$ cat config.mk
export PLATFORM = sky130hd
export DESIGN_NAME = keyed_count_table_unit
export DESIGN_NICKNAME = d
export VERILOG_FILES = /design/src/kct_pkg.sv /design/src/keyed_count_table_unit.sv /design/src/kct_ram.sv
export SDC_FILE = /design/constraint.sdc
export NUM_CORES = 2
export LEC_CHECK = 0
export BUFFER_PORTS_ARGS = -buffer_cell sky130_fd_sc_hd__buf_4
export CORE_ASPECT_RATIO = 1.75
export CORE_MARGIN = 4
export CORE_UTILIZATION = 50
export DETAILED_ROUTE_END_ITERATION = 8
export PLACE_DENSITY = 0.65
export REMOVE_ABC_BUFFERS = 1
export SYNTH_ARGS = -nofsm -noshare
export SYNTH_HDL_FRONTEND = slang
export SYNTH_SLANG_ARGS = --single-unit
$ cat constraint.sdc
create_clock -name clock -period 6.4 [get_ports clock]
set_input_delay 0.64 -clock clock [delete_from_list [all_inputs] [get_ports clock]]
set_output_delay 0.64 -clock clock [all_outputs]
set_load 0.005 [all_outputs]
$ cat src/kct_pkg.sv
// ----------------------------------------------------------------------------
// Keyed count table package
// Shared constants, request codes and sequencer states.
// ----------------------------------------------------------------------------
package kct_pkg;

   localparam int TABLE_ENTRIES_DEFAULT = 64;
   localparam int KEY_W = 16;
   localparam int CNT_W = 32;
   localparam int ENTRY_W = 1 + KEY_W + CNT_W;

   typedef enum logic [1:0] {
      REQ_ADD   = 2'd0,
      REQ_SUB   = 2'd1,
      REQ_QUERY = 2'd2,
      REQ_CLEAR = 2'd3
   } req_code_type;

   typedef enum logic [1:0] {
      ST_CLEAR,
      ST_IDLE,
      ST_SCAN,
      ST_DONE
   } state_type;

endpackage

$ cat src/keyed_count_table_unit.sv
// ----------------------------------------------------------------------------
// Keyed count table unit
// Associative table of key and count entries with add, subtract, query and
// clear requests, held in one synchronous RAM.
// ----------------------------------------------------------------------------
// An add, subtract or query item reads every table entry once through the
// single RAM read port; an add or subtract then writes back at most once and
// a query writes nothing. Its result strobe comes in the first cycle in which
// busy is low again. A clear item gives its result strobe in the next cycle
// and keeps busy high while the RAM write port sweeps the valid bits. After
// reset the same sweep runs before the first item is taken. The receiver cannot
// stall: each result is on the rsp_ ports for exactly one cycle.
module keyed_count_table_unit
#(
   parameter int TABLE_ENTRIES = kct_pkg::TABLE_ENTRIES_DEFAULT
) (
   input  logic                       clock,
   input  logic                       reset,
   input  logic                       start,
   output logic                       busy,
   input  logic [1:0]                 req_type,
   input  logic [kct_pkg::KEY_W-1:0]  req_item_key,
   input  logic signed [kct_pkg::CNT_W-1:0] req_amount,
   output logic                       rsp_valid,
   output logic                       rsp_hit,
   output logic                       rsp_enough,
   output logic signed [kct_pkg::CNT_W-1:0] rsp_count_now,
   output logic                       rsp_full_drop
);

   import kct_pkg::*;

   localparam int AW = (TABLE_ENTRIES > 1) ? $clog2(TABLE_ENTRIES) : 1;
   localparam int CW = AW + 1;
   localparam logic [CW-1:0] CNT_LAST = CW'(TABLE_ENTRIES - 1);
   localparam logic [CW-1:0] CNT_END  = CW'(TABLE_ENTRIES);

   state_type state_ff, state_in;
   logic [CW-1:0]        cnt_ff, cnt_in;
   logic [1:0]           op_ff, op_in;
   logic [KEY_W-1:0]     key_ff, key_in;
   logic [CNT_W-1:0]     amt_ff, amt_in;
   logic                 rd_vld_ff, rd_vld_in;
   logic [AW-1:0]        rd_idx_ff, rd_idx_in;
   logic                 found_ff, found_in;
   logic [AW-1:0]        hit_idx_ff, hit_idx_in;
   logic [CNT_W-1:0]     hit_cnt_ff, hit_cnt_in;
   logic                 free_ff, free_in;
   logic [AW-1:0]        free_idx_ff, free_idx_in;

   logic                 rsp_valid_ff, rsp_valid_in;
   logic                 rsp_hit_ff, rsp_hit_in;
   logic                 rsp_enough_ff, rsp_enough_in;
   logic [CNT_W-1:0]     rsp_count_ff, rsp_count_in;
   logic                 rsp_drop_ff, rsp_drop_in;

   logic                 ram_wr_en;
   logic [AW-1:0]        ram_wr_addr;
   logic [ENTRY_W-1:0]   ram_wr_data;
   logic                 ram_rd_en;
   logic [AW-1:0]        ram_rd_addr;
   logic [ENTRY_W-1:0]   ram_rd_data;

   logic                 rd_entry_valid;
   logic [KEY_W-1:0]     rd_entry_key;
   logic [CNT_W-1:0]     rd_entry_count;
   logic [CNT_W-1:0]     sum_val;
   logic [CNT_W-1:0]     diff_val;
   logic                 accept;

   kct_ram #(
      .WIDTH(ENTRY_W),
      .DEPTH(TABLE_ENTRIES)
   ) u_ram (
      .clock   (clock),
      .wr_en   (ram_wr_en),
      .wr_addr (ram_wr_addr),
      .wr_data (ram_wr_data),
      .rd_en   (ram_rd_en),
      .rd_addr (ram_rd_addr),
      .rd_data (ram_rd_data)
   );

   assign busy   = (state_ff != ST_IDLE);
   assign accept = start && !busy;

   assign rd_entry_valid = ram_rd_data[ENTRY_W-1];
   assign rd_entry_key   = ram_rd_data[CNT_W +: KEY_W];
   assign rd_entry_count = ram_rd_data[CNT_W-1:0];

   assign sum_val  = hit_cnt_ff + amt_ff;
   assign diff_val = hit_cnt_ff - amt_ff;

   always_comb begin
      state_in = state_ff;
      case (state_ff)
         ST_CLEAR: begin
            if (cnt_ff == CNT_LAST) begin
               state_in = ST_IDLE;
            end
         end
         ST_IDLE: begin
            if (accept) begin
               state_in = (req_type == REQ_CLEAR) ? ST_CLEAR : ST_SCAN;
            end
         end
         ST_SCAN: begin
            if (cnt_ff == CNT_END) begin
               state_in = ST_DONE;
            end
         end
         ST_DONE: state_in = ST_IDLE;
         default: state_in = ST_IDLE;
      endcase
   end

   always_comb begin
      cnt_in        = cnt_ff;
      op_in         = op_ff;
      key_in        = key_ff;
      amt_in        = amt_ff;
      rd_vld_in     = 1'b0;
      rd_idx_in     = rd_idx_ff;
      found_in      = found_ff;
      hit_idx_in    = hit_idx_ff;
      hit_cnt_in    = hit_cnt_ff;
      free_in       = free_ff;
      free_idx_in   = free_idx_ff;
      rsp_valid_in  = 1'b0;
      rsp_hit_in    = 1'b0;
      rsp_enough_in = 1'b0;
      rsp_count_in  = '0;
      rsp_drop_in   = 1'b0;
      ram_wr_en     = 1'b0;
      ram_wr_addr   = cnt_ff[AW-1:0];
      ram_wr_data   = '0;
      ram_rd_en     = 1'b0;
      ram_rd_addr   = cnt_ff[AW-1:0];

      case (state_ff)
         ST_CLEAR: begin
            ram_wr_en = 1'b1;
            cnt_in    = cnt_ff + CW'(1);
         end
         ST_IDLE: begin
            cnt_in   = '0;
            found_in = 1'b0;
            free_in  = 1'b0;
            if (accept) begin
               op_in  = req_type;
               key_in = req_item_key;
               amt_in = req_amount;
               if (req_type == REQ_CLEAR) begin
                  rsp_valid_in = 1'b1;
               end
            end
         end
         ST_SCAN: begin
            if (cnt_ff != CNT_END) begin
               ram_rd_en = 1'b1;
               rd_vld_in = 1'b1;
               rd_idx_in = cnt_ff[AW-1:0];
               cnt_in    = cnt_ff + CW'(1);
            end
            if (rd_vld_ff) begin
               if (rd_entry_valid && rd_entry_key == key_ff && !found_ff) begin
                  found_in   = 1'b1;
                  hit_idx_in = rd_idx_ff;
                  hit_cnt_in = rd_entry_count;
               end
               if (!rd_entry_valid && !free_ff) begin
                  free_in     = 1'b1;
                  free_idx_in = rd_idx_ff;
               end
            end
         end
         ST_DONE: begin
            rsp_valid_in = 1'b1;
            case (op_ff)
               REQ_ADD: begin
                  if (found_ff) begin
                     ram_wr_en    = 1'b1;
                     ram_wr_addr  = hit_idx_ff;
                     ram_wr_data  = {1'b1, key_ff, sum_val};
                     rsp_hit_in   = 1'b1;
                     rsp_count_in = sum_val;
                  end else if (free_ff) begin
                     ram_wr_en    = 1'b1;
                     ram_wr_addr  = free_idx_ff;
                     ram_wr_data  = {1'b1, key_ff, amt_ff};
                     rsp_count_in = amt_ff;
                  end else begin
                     rsp_drop_in = 1'b1;
                  end
               end
               REQ_SUB: begin
                  if (found_ff) begin
                     ram_wr_en    = 1'b1;
                     ram_wr_addr  = hit_idx_ff;
                     ram_wr_data  = {(diff_val != '0), key_ff, diff_val};
                     rsp_hit_in   = 1'b1;
                     rsp_count_in = diff_val;
                  end
               end
               REQ_QUERY: begin
                  if (found_ff) begin
                     rsp_hit_in    = 1'b1;
                     rsp_count_in  = hit_cnt_ff;
                     rsp_enough_in = ($signed(hit_cnt_ff) >= $signed(amt_ff));
                  end
               end
               default: begin
                  rsp_valid_in = 1'b1;
               end
            endcase
         end
         default: begin
            cnt_in = '0;
         end
      endcase
   end

   always_ff @(posedge clock) begin
      if (reset) begin
         state_ff     <= ST_CLEAR;
         cnt_ff       <= '0;
         rd_vld_ff    <= 1'b0;
         found_ff     <= 1'b0;
         free_ff      <= 1'b0;
         rsp_valid_ff <= 1'b0;
      end else begin
         state_ff     <= state_in;
         cnt_ff       <= cnt_in;
         rd_vld_ff    <= rd_vld_in;
         found_ff     <= found_in;
         free_ff      <= free_in;
         rsp_valid_ff <= rsp_valid_in;
      end
   end

   always_ff @(posedge clock) begin
      op_ff         <= op_in;
      key_ff        <= key_in;
      amt_ff        <= amt_in;
      rd_idx_ff     <= rd_idx_in;
      hit_idx_ff    <= hit_idx_in;
      hit_cnt_ff    <= hit_cnt_in;
      free_idx_ff   <= free_idx_in;
      rsp_hit_ff    <= rsp_hit_in;
      rsp_enough_ff <= rsp_enough_in;
      rsp_count_ff  <= rsp_count_in;
      rsp_drop_ff   <= rsp_drop_in;
   end

   assign rsp_valid     = rsp_valid_ff;
   assign rsp_hit       = rsp_hit_ff;
   assign rsp_enough    = rsp_enough_ff;
   assign rsp_count_now = rsp_count_ff;
   assign rsp_full_drop = rsp_drop_ff;

   a_accept_busy: assert property (@(posedge clock) disable iff (reset)
      accept |=> busy)
      else $error("busy did not rise after an accepted item");

   a_drop_no_hit: assert property (@(posedge clock) disable iff (reset)
      rsp_valid && rsp_full_drop |-> !rsp_hit && rsp_count_now == '0)
      else $error("full drop reported together with a hit or a count");

   a_enough_hit: assert property (@(posedge clock) disable iff (reset)
      rsp_valid && rsp_enough |-> rsp_hit)
      else $error("enough reported for an absent key");

   a_done_strobe: assert property (@(posedge clock) disable iff (reset)
      state_ff == ST_DONE |=> rsp_valid && !busy)
      else $error("result strobe missing after the write-back cycle");

endmodule

$ cat src/kct_ram.sv
// ----------------------------------------------------------------------------
// Keyed count table RAM
// Simple dual-port synchronous RAM with one write port and a registered read.
// ----------------------------------------------------------------------------
module kct_ram #(
   parameter int WIDTH = 8,
   parameter int DEPTH = 64
) (
   input  logic                     clock,
   input  logic                     wr_en,
   input  logic [$clog2(DEPTH)-1:0] wr_addr,
   input  logic [WIDTH-1:0]         wr_data,
   input  logic                     rd_en,
   input  logic [$clog2(DEPTH)-1:0] rd_addr,
   output logic [WIDTH-1:0]         rd_data
);

   logic [WIDTH-1:0] mem [DEPTH];
   logic [WIDTH-1:0] rd_data_ff;

   always_ff @(posedge clock) begin
      if (wr_en) begin
         mem[wr_addr] <= wr_data;
      end
      if (rd_en) begin
         rd_data_ff <= mem[rd_addr];
      end
   end

   assign rd_data = rd_data_ff;

endmodule
==> impl_metrics.yaml <==
timing:
  max_freq_mhz: 199.7
  setup_ws_ns: 1.392
  min_period_over_period_pct: 78.26
  setup_viol: 0
  relSlewSlack_pct: 6.059
  finalCriticalPeriod_ns: 5.008
  final.setup_skew_ns: 0.05245
  worst_pin_slew_ns: 1.397
  hold_viol_final: 0
  setup_tns_ns: 0
  rsz0062_at_grt: "no"
  slew_viol_final: 0
yosys:
  ys_types: 86
  yosysSeqAreaShare_pct: 75.96
  yosys_warnings: 0
  async_reset_ff_share_pct: 0
  synthesis.area_um2: 131100
  synth_edf_count: 3285
  ys_seq_elements: 3333
  synth_area_leaders: "edfxtp_1 (75%), mux4_2 (16%), dfxtp_1 (0.73%)"
  syn_area_per_cell_um2: 22.10
  yosysTopAreaCell: "edfxtp_1"
  synthCells: 5934
  synth_top_area_share_pct: 75.23
  synth_flop_cell: "edfxtp_1"
worst_setup_path:
  reg2reg_from: "hit_cnt_ff[11]"
  r2r_cells: 9
  crit_fanout: 64
  ff2ff_setup_slack_ns: 1.39
  endpoint: "u_ram.mem[10][26]"
  r2r-end: "u_ram.mem[10][26]"
  crit_path_end_kind: "flip-flop"
  crit_start: "hit_cnt_ff[11]"
  criticalPathCategory: "flip-flop to flip-flop"
  critPathArrivalTime_ns: 5.45
  required_ns: 6.85
  start_kind: "flip-flop"
clocking:
  htreeDepth: 5
  clkTransAtPathRegs_ns: 0.07
  cts_tree: "built"
  cts_sinks: 3333
  cts_made_buffers: 303
  cts-root-buf: "clkbuf_16"
  cts_setup_buffers: 0
  cts_buffer_depth: 4
  insertion_delay_ns: 0.88
routing:
  wl_mm: 366.5
  antenna_left: 0
  first_pass_iters: 8
  vias_per_cell: 6.459
  drt_first_iter_violations: 8117
  wire_per_inst_um: 36.48
  via_count: 64892
  route.detailed.drc: 0
place:
  place_congestion: 0.9076
  place_hpwl_mm: 221.7
  numPortBuffers: 89
  dp_slack_ns: 1.572
grt:
  grt_antenna_before_repair: 34
  grt_use_total_pct: 27.02
  grt.overflow.total: 0
  grt_pass1_wl_mm: 515.3
  grt_max_degree: 118
  grt_pass1_vias: 65835
pwr:
  peakVddDrop_mv: 0.2308
  power_density_nw_per_um2: 308.4
  p_leak_nw: 51.45
  power_mw: 45.59
floorplanning:
  fp-row-count: 248
  core_um2: 261000
  die-area_um2: 270800
  die_y_um: 685.5
  boundaryPins: 90
  initial_core_util_pct: 50.25
  die_x_um: 395.1
finish:
  finish.utilization_pct: 56.66
  area_growth_pct: 12.75
  drive_above_1_share_pct: 29.02
  nNetsFinal: 6420
min_path:
  min_path_type: "input port to flip-flop"
outcome:
  status: "finished, final reports clean"
job:
  cap_violations: 0
-- sequential cells by signal, indices dropped and copies added, names as in the netlist, 2 cells and up --
signal and flops:
cnt_ff 7, hit_cnt_ff 32, rd_idx_ff 6, state_ff 2, op_ff 2, amt_ff 32
hit_idx_ff 6, u_ram.mem 3136, key_ff 16, u_ram.rd_data 49, rsp_count_now 32, free_idx_ff 6
-- critical path, cell delays in order, from the launching register on --
cell and delay (ns):
edfxtp_1 0.43, ha_1 0.57, inv_1 0.26, a2111oi_0 0.58, a31oi_1 0.39, a211oi_1 1.05, nor4_1 0.14, nor3_1 0.61
a21oi_4 0.10, buf_4 0.34
-- where the power goes --
| part | total [mW] | internal [mW] | switching (mW) |
|---|---|---|---|
| registers | 24.1 | 24.0 | 0.121 |
| logic | 3.52 | 1.31 | 2.21 |
| clock network | 18.0 | 10.1 | 7.91 |
-- layout by cell type, fill, tap and decap left out, types with 50 or more instances in the layout --
cell type / synthesis / final
a21oi_1: 123 / 113
buf_4: 25 / 295
clkbuf_16: 0 / 313
clkinv_1: 2 / 53
clkinv_2: 0 / 63
edfxtp_1: 3285 / 3285
ha_1: 72 / 72
inv_1: 90 / 88
mux2i_1: 70 / 70
mux4_2: 955 / 955
nand2_1: 129 / 129
nor2_1: 192 / 114
nor2_4: 0 / 77
o21ai_0: 58 / 50
-- routing by layer --
metal / track usage (%) / up-vias / routed length (µm)
met5: 0 / - / 152
met4: 11.26 / 20 / 17810
met3: 4.405 / 668 / 27660
met2: 46.04 / 3196 / 187700
met1: 34.80 / 35255 / 133200
li1: - / 25753 / -
-- cells in the mapped netlist (all sizes together), types with 20 or more instances --
| cell | count |
|---|---|
| and2 | 32 |
| ha | 72 |
| a31oi | 39 |
| edfxtp | 3285 |
| nand2 | 129 |
| mux4 | 955 |
| nor3 | 45 |
| dfxtp | 48 |
| nand2b | 31 |
| a211oi | 27 |
| buf | 177 |
| o21ai | 65 |
| o22ai | 23 |
| xor2 | 23 |
| nand3 | 21 |
| nor2b | 25 |
| inv | 90 |
| o221ai | 21 |
| nor2 | 193 |
| mux2i | 70 |
| clkbuf | 138 |
| xnor2 | 27 |
| a21oi | 128 |
| mux2 | 20 |
-- per-stage QoR --
stage | hold WS, ns | area (µm²) | std cells
final | 0.09240 | 147800 | 10047
after CTS | 0.02281 | 147800 | 10022
after global placement | 0.4047 | 137800 | 9450
after global routing | 0.04998 | 147800 | 10037
after floorplan | 0.4003 | 129600 | 5619
after detailed placement | 0.4066 | 137800 | 9450
-- worst min-delay path by stage --
stage	startpoint	end	slack [ns]	cells after the start
2_1_floorplan	u_ram.rd_data[0]	hit_cnt_ff[0]	0.40	0
3_3_place_gp	u_ram.rd_data[27]	hit_cnt_ff[27]	0.40	0
3_5_place_dp	u_ram.rd_data[28]	hit_cnt_ff[28]	0.41	0
4_1_cts	req_amount[2]	amt_ff[2]	0.02	1
5_1_grt	req_amount[2]	amt_ff[2]	0.05	1
6_report	req_amount[2]	amt_ff[2]	0.09	1
-- area by class of cell --
class	count	area, µm²
Timing Repair Buffer	369	3316
Fill cell	18885	113100
Clock buffer	363	8040
Sequential cell	3333	99630
Tap cell	3500	4379
Multi-Input combinational cell	2194	30480
Antenna cell	25	62.56
Inverter	92	347.8
Clock inverter	171	1595
-- what timing repair did --
action / CTS / global route
endpoints found under the hold margin: 38 / 0
hold buffers: 38 / 0
gates resized for setup: 0 / 0
-- logic make-up (layout without fill, tap and decap cells) --
family / Yosys count / count (layout) / synth area share [%]
flip-flops: 3333 / 3333 / 75.96
multiplexers: 1045 / 1045 / 17.11
AND/OR/NAND/NOR: 562 / 562 / 2.072
AO/OA/AOI/OAI: 463 / 463 / 2.407
buffers and inverters: 407 / 995 / 1.399
adder cells (fa/ha/maj): 74 / 74 / 0.7176
XOR/XNOR: 50 / 50 / 0.3340
other: 0 / 25 / 0
Power figures use the tool's default switching activity.
